==> src/design/mcpa_pkg.sv <==
// Shared types, constants and coefficient table for the call payoff accumulator.
// Used by mcpa_ctrl, mcpa_datapath and mc_call_payoff_accumulator; no dependencies.
package mcpa_pkg;

   localparam int CSR_INDEX_WIDTH = 2;
   localparam int CSR_DATA_WIDTH  = 32;

   localparam logic [CSR_INDEX_WIDTH-1:0] CSR_SPOT   = 2'd0;
   localparam logic [CSR_INDEX_WIDTH-1:0] CSR_STRIKE = 2'd1;
   localparam logic [CSR_INDEX_WIDTH-1:0] CSR_DRIFT  = 2'd2;
   localparam logic [CSR_INDEX_WIDTH-1:0] CSR_VOL    = 2'd3;

   localparam logic [31:0] SPOT_RESET   = 32'd6553600;
   localparam logic [31:0] STRIKE_RESET = 32'd6881280;
   localparam logic [31:0] DRIFT_RESET  = 32'd1966;
   localparam logic [30:0] VOL_RESET    = 31'd13107;

   localparam logic [30:0] LOG2E_Q30 = 31'd1549082005;
   localparam logic [29:0] LN2_Q30   = 30'd744261118;
   localparam int          X_LIMIT   = 1 << 20;
   localparam logic [2:0]  HORNER_TOP = 3'd7;

   localparam int MUL_WIDTH  = 33;
   localparam int PROD_WIDTH = 2 * MUL_WIDTH;

   typedef struct packed {
      logic signed [15:0] normal_sample;
      logic               last_sample;
   } req_payload_type;

   typedef struct packed {
      logic [47:0] payoff_sum;
      logic [31:0] sample_count;
      logic        sum_overflow;
   } rsp_payload_type;

   typedef enum logic [3:0] {
      ST_IDLE, ST_PMUL, ST_XCALC, ST_YMUL, ST_YCALC, ST_UMUL, ST_UCALC,
      ST_HMUL, ST_HADD, ST_SCALE, ST_SMUL, ST_PAY, ST_ACC, ST_EMIT
   } state_type;

   typedef enum logic [3:0] {
      OP_NONE, OP_LOAD, OP_PMUL, OP_XCALC, OP_YMUL, OP_YCALC, OP_UMUL, OP_UCALC,
      OP_HMUL, OP_HADD, OP_SCALE, OP_SMUL, OP_PAY, OP_ACC, OP_EMIT
   } dp_op_type;

   typedef struct packed {
      dp_op_type op;
   } dp_cmd_type;

   typedef struct packed {
      logic horner_last;
      logic item_last;
      logic out_free;
   } dp_status_type;

   // 1/n! in Q30
   function automatic logic [31:0] inv_fact(input logic [2:0] n);
      logic [31:0] c;
      case (n)
         3'd0:    c = 32'd1073741824;
         3'd1:    c = 32'd1073741824;
         3'd2:    c = 32'd536870912;
         3'd3:    c = 32'd178956971;
         3'd4:    c = 32'd44739243;
         3'd5:    c = 32'd8947849;
         3'd6:    c = 32'd1491308;
         3'd7:    c = 32'd213044;
         default: c = 32'd0;
      endcase
      return c;
   endfunction

endpackage

==> src/design/mcpa_ctrl.sv <==
// Sequencer for the payoff datapath: walks one sample through the shared multiplier.
// Depends on mcpa_pkg.
module mcpa_ctrl (
   input  logic                   clock,
   input  logic                   reset,
   input  logic                   req_valid,
   output logic                   req_ready,
   input  mcpa_pkg::dp_status_type status,
   output mcpa_pkg::dp_cmd_type    cmd
);
   import mcpa_pkg::*;

   state_type state_ff, state_in;

   always_ff @(posedge clock) begin
      if (reset) begin
         state_ff <= ST_IDLE;
      end else begin
         state_ff <= state_in;
      end
   end

   always_comb begin
      state_in  = state_ff;
      req_ready = 1'b0;
      cmd.op    = OP_NONE;
      case (state_ff)
         ST_IDLE: begin
            req_ready = 1'b1;
            if (req_valid) begin
               cmd.op   = OP_LOAD;
               state_in = ST_PMUL;
            end
         end
         ST_PMUL: begin
            cmd.op = OP_PMUL;  state_in = ST_XCALC;
         end
         ST_XCALC: begin
            cmd.op = OP_XCALC; state_in = ST_YMUL;
         end
         ST_YMUL: begin
            cmd.op = OP_YMUL;  state_in = ST_YCALC;
         end
         ST_YCALC: begin
            cmd.op = OP_YCALC; state_in = ST_UMUL;
         end
         ST_UMUL: begin
            cmd.op = OP_UMUL;  state_in = ST_UCALC;
         end
         ST_UCALC: begin
            cmd.op = OP_UCALC; state_in = ST_HMUL;
         end
         ST_HMUL: begin
            cmd.op = OP_HMUL;  state_in = ST_HADD;
         end
         ST_HADD: begin
            cmd.op   = OP_HADD;
            state_in = status.horner_last ? ST_SCALE : ST_HMUL;
         end
         ST_SCALE: begin
            cmd.op = OP_SCALE; state_in = ST_SMUL;
         end
         ST_SMUL: begin
            cmd.op = OP_SMUL;  state_in = ST_PAY;
         end
         ST_PAY: begin
            cmd.op = OP_PAY;   state_in = ST_ACC;
         end
         ST_ACC: begin
            cmd.op   = OP_ACC;
            state_in = status.item_last ? ST_EMIT : ST_IDLE;
         end
         ST_EMIT: begin
            if (status.out_free) begin
               cmd.op   = OP_EMIT;
               state_in = ST_IDLE;
            end
         end
         default: state_in = ST_IDLE;
      endcase
   end

endmodule

==> config.mk <==
export PLATFORM = sky130hd
export DESIGN_NAME = mcpa_ctrl
export DESIGN_NICKNAME = d
export VERILOG_FILES = /design/src/design/mcpa_pkg.sv /design/src/design/mcpa_ctrl.sv
export SDC_FILE = /design/constraint.sdc
export NUM_CORES = 1
export LEC_CHECK = 0
export BUFFER_PORTS_ARGS = -buffer_cell sky130_fd_sc_hd__buf_2
export CAP_MARGIN = 0
export CORE_AREA = 4 4 41 43
export DETAILED_ROUTE_END_ITERATION = 8
export DIE_AREA = 0 0 45 47
export HOLD_SLACK_MARGIN = 0.02
export PLACE_DENSITY = 0.43
export SETUP_SLACK_MARGIN = 0.5
export SKIP_CTS_REPAIR_TIMING = 1
export SYNTH_ARGS = -nofsm -noshare
export SYNTH_HDL_FRONTEND = slang
export SYNTH_SLANG_ARGS = --single-unit
==> constraint.sdc <==
create_clock -name clock -period 1.3 [get_ports clock]
set_input_delay 0.13 -clock clock [delete_from_list [all_inputs] [get_ports clock]]
set_output_delay 0.13 -clock clock [all_outputs]
set_load 0.02 [all_outputs]
==> metrics.csv, run 1 <==
stage;metric;value;unit
outcome;status;complete, but fails checks;
outcome;violations;setup timing;
synthesis;yosysSeqAreaShare;23.7;%
hold_path;holdCritPathClass;in -> reg;
clocking;cts_buffer_depth;2;
clocking;cts-root-buf;clkbuf_4;
drt;routed_wl;1070;um
clocking;clock_latency;0.24;ns
timing;fin_crit_sh;103;%
synthesis;synth_flop_cell;dfxtp_1;
timing;hold_ws;0.182;ns
power_and_ir_drop;p_switching;175;uW
placed_design;post-place-ws;0.112;ns
layout;n_antenna_cell;0;
layout;largest_register_ffs;4;
worst_setup_path;crit_type;reg -> out;
floorplan;die_area;2120;um^2
drt;drtPass1Iterations;4;
worst_setup_path;crit_arrival;1.21;ns
synthesis;avgSynthCellArea;7.68;um^2
drt;wl_per_cell;13.8;um
power_and_ir_drop;ir_worst_vdd;0.316;mV
floorplan;die_x;45;um
power_and_ir_drop;switching_share;33.3;%
clocking;htreeDepth;1;
synthesis;syn_nets;50;
timing;worst_pin_slew;0.282;ns
timing;fin_setup_tns;-0.0853;ns
power_and_ir_drop;p_per_area;801;nW/um^2
synthesis;ys_ff_latch;4;
synthesis;synthCells;44;
worst_setup_path;crit_required;1.17;ns
timing;finalHoldViolations;0;
worst_setup_path;worstSetupEndpointType;primary output;
floorplan;start_util;26.0;%
drt;drt_iter0_drc;8;
power_and_ir_drop;p_seq_share;29.1;%
timing;slew_headroom;81.1;%
timing;fin_crit;1.34;ns
power_and_ir_drop;p_total;525;uW
layout;fillers;117;
drt;via_count;408;
power_and_ir_drop;p_leak;0.000289;uW
timing;skew;0.00334;ns
layout;mostFrequentLayoutCells;buf_4 (6), buf_6 (6), buf_2 (5), dfxtp_4 (4), clkbuf_4 (3);
timing;final-max-slew-violation-count;0;
layout;syn2layout_area_growth;94.1;%
clocking;cts_tree;yes;
power_and_ir_drop;power_frac_clock;29.2;%
drt;ant_nets;0;
synthesis;synth_edf_count;0;
drt;post_drt_via_cell_ratio;5.30;
layout;regMostFlops;state_ff;
grt;grt_max_degree;14;
synthesis;yosysWarnings;0;
clocking;path_clk_slew;0.03;ns
timing;max_freq;0.746;GHz
floorplan;core;1300;um^2
grt;grt_pass1_vias;352;
power_and_ir_drop;comb_power_share;41.7;%
synthesis;syn_area;338;um^2
worst_setup_path;path_max_fanout;8;
flow_run;cap_violations;0;
synthesis;synth.distinct_cells;23;
floorplan;fp-row-count;13;
grt;grt_usage;10.3;%
grt;antenna_found_initial;0;
placed_design;portBuffers;10;
layout;reg_top3;state_ff x4;
power_and_ir_drop;intPower;350;uW
drt;drc_errors;0;
clocking;cts.sinks;4;
floorplan;die_y;47;um
clocking;cts_buffers;3;
placed_design;place_hpwl;764;um
grt;grt.overflow.total;0;
placed_design;globalplace.congestion;0.761;
timing;setup_violations;3;
timing;rsz0062_at_grt;yes;
worst_setup_path;start_kind;flop;
floorplan;ios;11;
synthesis;async_flop_share;0;%
timing;final.setup.worst_slack;-0.0403;ns
layout;drive_above_1_share;74.2;%
layout;final_nets;70;
grt;grt_pass1_wl;1480;um
-- worst max-delay path, cell delays in order (launching register included) --
cell and delay, ns:
dfxtp_4 0.38, o41ai_4 0.37, a31oi_2 0.06, buf_4 0.17
-- synthesized netlist by cell type (2+ instances only) --
library cell / n / area, um^2
dfxtp_1: 4 / 80.1
nand2_1: 4 / 15.0
o21ai_0: 4 / 20.0
a31oi_1: 3 / 18.8
buf_6: 3 / 33.8
inv_1: 3 / 11.3
nand3_1: 3 / 15.0
a21oi_1: 2 / 10.0
nor2b_1: 2 / 12.5
nor3_1: 2 / 10.0
o31ai_1: 2 / 15.0
-- layout make-up --
class,count,area (um^2),share of cell area (%)
Inverter,3,13.8,2.10
Timing Repair Buffer,19,173,26.3
Clock buffer,3,22.5,3.44
Multi-Input combinational cell,33,333,50.8
Sequential cell,4,95.1,14.5
Tap cell,15,18.8,2.86
-- cell families after synthesis --
family | share of synthesized area, %
flops | 23.7
buf+inv | 15.6
simple gates | 23.3
compound gates | 34.4
mux | 2.96
-- path summary, 6_finish.rpt --
check / slack (ns) / cells after the start / startpoint / end
max: -0.04 / 3 / state_ff[1]$_SDFFE_PP0P_ / cmd[0]
min: 0.18 / 2 / reset / state_ff[1]$_SDFFE_PP0P_
max reg2reg: 0.07 / 6 / state_ff[0]$_SDFFE_PP0P_ / state_ff[3]$_SDFFE_PP0P_
min reg2reg: 0.60 / 2 / state_ff[2]$_SDFFE_PP0P_ / state_ff[0]$_SDFFE_PP0P_
-- per-stage QoR --
step	area, um^2	utilization [%]	std cells
floorplan	415	-	44
global placement	469	36.1	69
detailed placement	469	36.1	69
CTS	492	37.8	72
global route	656	50.4	77
finish	656	50.4	77
-- power groups by stage --
| stage | combinational [uW] | sequential, uW | clock (uW) |
|---|---|---|---|
| after floorplan | 123 | 141 | 0 |
| after global placement | 149 | 153 | 0 |
| after detailed placement | 148 | 154 | 0 |
| after CTS | 149 | 152 | 162 |
| after global routing | 232 | 154 | 172 |
| final | 219 | 153 | 154 |
-- metal layers --
metal  wire length, um  share of wire (%)  track usage [%]  up-vias
li1                  -                  -                -      202
met1               480                 45             12.7      187
met4                49                4.6             14.0        0
met3                43                4.0            0.383        4
met5                 0                  0                0        -
met2               492                 46             13.8       15
No activity file was read; power rests on OpenSTA's default activity.
==> run 2: changes to the inputs <==
--- a/config.mk
+++ b/config.mk
@@ -17,3 +17,4 @@
 export SYNTH_ARGS = -nofsm -noshare
 export SYNTH_HDL_FRONTEND = slang
 export SYNTH_SLANG_ARGS = --single-unit
+export TNS_END_PERCENT = 10
==> run 2 against run 1 <==
Effect of this change: die area did not move; critical path depth is the same; design area shrank 13%; the run still ends with setup timing left; wire length is 1.1% higher; first-iteration DRC count is 38% lower; final cell count shrank 3.9%; sequential power down 5%; largest power group unchanged; flip-flop and latch count unchanged; sequential share of layout area rose by 1.8 points; critical endpoint unchanged; combinational power down 12%; worst hold slack worse by 0.028 ns; non-clock buffer count shrank 3.
==> metrics.csv, run 2 (synthesized netlist as in run 1, its figures left out) <==
stage;metric;value;unit;change
layout;multi_input_area;314;um^2;-5.6%
drt;post_drt_via_cell_ratio;5.38;;+1.5%
worst_setup_path;crit_type;reg -> out;;
drt;drt_iter0_drc;5;;-3
worst_setup_path;path_max_fanout;6;;-2
timing;fin_crit;1.35;ns;+0.00502 ns
worst_setup_path;crit_arrival;1.22;ns;about the same
layout;syn2layout_area_growth;68.1;%;
floorplan;start_util;26.0;%;unchanged
grt;grt_pass1_wl;1670;um;+13%
outcome;status;complete, but fails checks;;
clocking;clock_latency;0.24;ns;about the same
layout;postLayoutCoreUtil;43.7;%;-6.7 points
worst_setup_path;crit_path_start;state_ff[1]$_SDFFE_PP0P_;;
timing;final.setup.worst_slack;-0.0453;ns;-0.00502 ns
clocking;cts.sinks;4;;unchanged
drt;wl_per_cell;14.6;um;+5.2%
flow_run;cap_violations;0;;unchanged
timing;final-max-slew-violation-count;0;;unchanged
timing;fin_crit_sh;103;%;+0.39 points
power_and_ir_drop;ir_worst_vdd;0.525;mV;+66%
worst_setup_path;worstReg2RegStart;state_ff[2]$_SDFFE_PP0P_;;
layout;layout_commonest_cell;buf_4;;
floorplan;core;1300;um^2;unchanged
hold_path;holdCritPathClass;in -> reg;;
layout;mostFrequentLayoutCells;buf_4 (9), buf_2 (6), nand2_1 (3), clkbuf_4 (3), dfxtp_4 (3);;
floorplan;ios;11;;unchanged
clocking;cts_buffers;3;;unchanged
timing;setup_violations;4;;+1
timing;hold_ws;0.154;ns;-0.0279 ns
placed_design;globalplace.congestion;0.830;;+9.1%
layout;fillers;134;;+15%
layout;n_antenna_cell;0;;unchanged
power_and_ir_drop;p_leak;0.000253;uW;-13%
floorplan;die_x;45;um;unchanged
placed_design;post-place-ws;0.0726;ns;-0.0391 ns
placed_design;place_hpwl;682;um;-11%
clocking;cts-root-buf;clkbuf_4;;
outcome;violations;setup timing;;
drt;ant_nets;0;;unchanged
worst_setup_path;start_kind;flop;;
timing;max_freq;0.743;GHz;-0.37%
layout;regMostFlops;state_ff;;
layout;final_nets;67;;-4.3%
clocking;cts_tree;yes;;
floorplan;fp-row-count;13;;unchanged
worst_setup_path;rr_worst_depth;4;;-2
worst_setup_path;max_stage_delay;0.38;ns;about the same
worst_setup_path;crit_required;1.17;ns;about the same
grt;grt_usage;11.1;%;+0.80 points
hold_path;hp-start;reset;;
clocking;path_clk_slew;0.04;ns;about the same
drt;drtPass1Iterations;2;;-2
layout;regArea;92.6;um^2;-2.6%
layout;reg_top3;state_ff x4;;
placed_design;portBuffers;10;;unchanged
timing;skew;0.00285;ns;-0.000484 ns
worst_setup_path;cpMaxStageDelayCell;o41ai_4;;
timing;finalHoldViolations;0;;unchanged
drt;routed_wl;1080;um;+1.1%
timing;worst_pin_slew;0.311;ns;+0.0291 ns
hold_path;whs_path_depth;2;;unchanged
power_and_ir_drop;p_per_area;881;nW/um^2;+9.9%
timing;rsz0062_at_grt;yes;;
grt;grt_pass1_vias;401;;+14%
layout;fin_cells;74;;-3.9%
timing;slew_headroom;79.2;%;-1.9 points
worst_setup_path;cp_cell_sequence;o41ai_4 -> a31oi_2 -> buf_4;;
grt;antenna_found_initial;0;;unchanged
drt;via_count;398;;-2.5%
floorplan;die_area;2120;um^2;unchanged
power_and_ir_drop;p_total;500;uW;-4.7%
worst_setup_path;worstSetupEndpointType;primary output;;
grt;grt.overflow.total;0;;unchanged
clocking;cts_buffer_depth;2;;unchanged
floorplan;die_y;47;um;unchanged
layout;largest_register_ffs;4;;unchanged
placed_design;dp_cells;68;;-1.4%
grt;grt_max_degree;14;;unchanged
drt;drc_errors;0;;unchanged
clocking;htreeDepth;1;;unchanged
layout;drive_above_1_share;66.1;%;-8.1 points
[run 2: changes by cell type in the layout (fill, tap and decap cells not counted), sizes merged]
cell,before,now
buf,19,16
[run 2: cell type report]
class / count / share of cell area [%]
clock buffer: 3 / 3.96
inverter: 3 / 1.98
multi-input combinational: 33 / 55.3
sequential: 4 / 16.3
tap: 15 / 3.30
timing repair buffer: 16 / 19.2
[run 2: path summary, 6_finish.rpt]
| kind | slack [ns] | to |
|---|---|---|
| worst max register to register | 0.16 | state_ff[3]$_SDFFE_PP0P_ |
| worst max-delay path | -0.05 | cmd[0] |
| worst min register to register | 0.57 | state_ff[3]$_SDFFE_PP0P_ |
| worst min-delay path | 0.15 | state_ff[1]$_SDFFE_PP0P_ |
[run 2: stage by stage]
stage / setup TNS (ns) / cell area, um^2
2_1_floorplan: 0 / 403
3_3_place_gp: 0 / 449
3_5_place_dp: 0 / 449
4_1_cts: -0.559 / 472
5_1_grt: -0.406 / 568
6_report: -0.116 / 568
[run 2: routing by layer]
metal  up-vias  global-route usage [%]  share of wire [%]
met5         -                       0                  0
met4         0                    8.77                1.8
met3         4                    2.68                3.2
met2        13                    16.7                 51
met1       183                    13.4                 44
li1        198                       -                  -
[run 2: worst max-delay path, delay by kind of cell, from the launching register on]
| family | cells | cell delay, ns |
|---|---|---|
| compound gates | 2 | 0.44 |
| buf+inv | 1 | 0.17 |
| flops | 1 | 0.36 |
[run 2: power breakdown]
group	leakage, uW	switching [uW]	internal (uW)
registers	0.0000353	17.2	129
clock network	0.0000138	57.7	104
logic	0.000203	98.1	94.6
total	0.000253	173	327
==> run 3: changes to the inputs <==
--- a/config.mk
+++ b/config.mk
@@ -11,6 +11,7 @@
 export DETAILED_ROUTE_END_ITERATION = 8
 export DIE_AREA = 0 0 45 47
 export HOLD_SLACK_MARGIN = 0.02
+export MAX_ROUTING_LAYER = met4
 export PLACE_DENSITY = 0.43
 export SETUP_SLACK_MARGIN = 0.5
 export SKIP_CTS_REPAIR_TIMING = 1
==> run 3 against run 2 <==
Effect of this change: the run still ends with setup timing left; final cell count unchanged; largest power group unchanged; clock power about the same; clock-buffer cell count unchanged; worst setup slack better by 0.0042 ns; wire length down 2.2%; largest cell class unchanged; non-clock buffer count unchanged.
==> metrics.csv, run 3 (synthesized netlist as in run 1, its figures left out) <==
stage;metric;value;unit;change
floorplan;die_y;47;um;unchanged
layout;fin_cells;74;;unchanged
hold_path;holdCritPathClass;in -> reg;;
placed_design;post_dp_cell_area;449;um^2;unchanged
worst_setup_path;cp_cell_sequence;o41ai_4 -> a31oi_2 -> buf_4;;
grt;grt_pass1_wl;1680;um;+0.84%
outcome;status;complete, but fails checks;;
layout;syn2layout_area_growth;65.2;%;
floorplan;start_util;26.0;%;unchanged
timing;fin_crit;1.34;ns;-0.00418 ns
worst_setup_path;crit_family;compound AO/OA/AOI/OAI gates;;
placed_design;portBuffers;10;;unchanged
worst_setup_path;max_stage_delay;0.38;ns;about the same
placed_design;globalplace.congestion;0.843;;+1.5%
placed_design;place_hpwl;682;um;unchanged
clocking;cts_tree;yes;;
drt;drt_iter0_drc;4;;-1
layout;mostFrequentLayoutCells;buf_4 (9), buf_2 (6), nand2_1 (3), clkbuf_4 (3), dfxtp_4 (3);;
outcome;violations;setup timing;;
worst_setup_path;worstSetupEndpointType;primary output;;
timing;final-max-slew-violation-count;0;;unchanged
power_and_ir_drop;ir_worst_vdd;0.525;mV;about the same
timing;rsz0062_at_grt;yes;;
worst_setup_path;path_buf_inv;1;;unchanged
timing;max_freq;0.746;GHz;+0.31%
drt;ant_nets;0;;unchanged
drt;wl_met3;22;um;-37%
drt;drc_errors;0;;unchanged
timing;setup_violations;4;;unchanged
layout;reg_top3;state_ff x4;;
drt;routed_wl;1050;um;-2.2%
floorplan;ios;11;;unchanged
worst_setup_path;crit_arrival;1.21;ns;about the same
timing;worst_pin_slew;0.308;ns;-0.00366 ns
floorplan;die_x;45;um;unchanged
timing;final.setup.worst_slack;-0.0412;ns;+0.00418 ns
timing;skew;0.00240;ns;-0.000457 ns
layout;final_nets;67;;unchanged
grt;grt_pass1_vias;399;;-0.50%
layout;n_antenna_cell;0;;unchanged
grt;grt.overflow.total;0;;unchanged
drt;wl_per_cell;14.2;um;-2.2%
clocking;path_clk_slew;0.04;ns;about the same
flow_run;cap_violations;0;;unchanged
drt;wl_met1;482;um;+1.7%
clocking;cts.sinks;4;;unchanged
drt;highest_layer;met4;;
drt;via_count;403;;+1.3%
drt;wl_met2;530;um;-3.5%
placed_design;dp_cells;68;;unchanged
floorplan;core;1300;um^2;unchanged
clocking;htreeDepth;1;;unchanged
worst_setup_path;crit_type;reg -> out;;
power_and_ir_drop;p_per_area;894;nW/um^2;+1.5%
timing;fin_crit_sh;103;%;-0.32 points
worst_setup_path;path_max_fanout;6;;unchanged
floorplan;die_area;2120;um^2;unchanged
drt;post_drt_via_cell_ratio;5.45;;+1.3%
power_and_ir_drop;p_leak;0.000251;uW;-0.73%
grt;grt_max_degree;14;;unchanged
clocking;cts_buffers;3;;unchanged
timing;hold_ws;0.153;ns;-0.00180 ns
layout;regMostFlops;state_ff;;
layout;drive_above_1_share;64.4;%;-1.7 points
layout;layout_commonest_cell;buf_4;;
worst_setup_path;crit_required;1.17;ns;about the same
timing;finalHoldViolations;0;;unchanged
clocking;cts_buffer_depth;2;;unchanged
power_and_ir_drop;p_total;499;uW;-0.33%
grt;grt_usage;11.5;%;+0.44 points
layout;final_area;558;um^2;-1.8%
worst_setup_path;cpMaxStageDelayCell;o41ai_4;;
layout;largest_register_ffs;4;;unchanged
floorplan;fp-row-count;13;;unchanged
drt;drtPass1Iterations;2;;unchanged
timing;slew_headroom;79.4;%;+0.24 points
grt;antenna_found_initial;0;;unchanged
worst_setup_path;start_kind;flop;;
clocking;cts-root-buf;clkbuf_4;;
clocking;clock_latency;0.24;ns;about the same
==> run 3: cell counts in the layout (fill, tap and decap cells not counted) <==
Identical to the previous run, type by type.
==> run 3: stage by stage <==
step	worst slack (ns)	setup TNS, ns	util [%]
final	-0.0412	-0.106	42.9
after global routing	-0.125	-0.405	42.9
after CTS	-0.179	-0.559	36.3
after detailed placement	0.0726	0	34.5
after global placement	0.133	0	34.5
after floorplan	0.317	0	-
==> run 3: report_power, final <==
part / total (uW) / internal, uW / switching [uW]
Clock: 163 / 104 / 59.1
Sequential: 146 / 129 / 16.6
Combinational: 190 / 94.1 / 96.1
==> run 3: path summary, 6_finish.rpt <==
kind / start / to / slack, ns / cells past startpoint
max reg2reg: state_ff[2]$_SDFFE_PP0P_ / state_ff[3]$_SDFFE_PP0P_ / 0.16 / 4
min: reset / state_ff[2]$_SDFFE_PP0P_ / 0.15 / 2
min reg2reg: state_ff[2]$_SDFFE_PP0P_ / state_ff[3]$_SDFFE_PP0P_ / 0.57 / 1
max: state_ff[1]$_SDFFE_PP0P_ / cmd[0] / -0.04 / 3
==> run 3: final cells by class <==
class / count / area (um^2)
clock buffers: 3 / 22.5
fillers: 139 / 743
inverters: 3 / 11.3
multi-input cells: 33 / 304
flip-flops and latches: 4 / 92.6
well taps: 15 / 18.8
repair buffers: 16 / 109
==> run 3: routing by layer <==
layer / vias up / track usage (%)
met5: - / -
met4: 0 / 8.77
met3: 4 / 2.30
met2: 13 / 16.7
met1: 187 / 13.9
li1: 199 / -
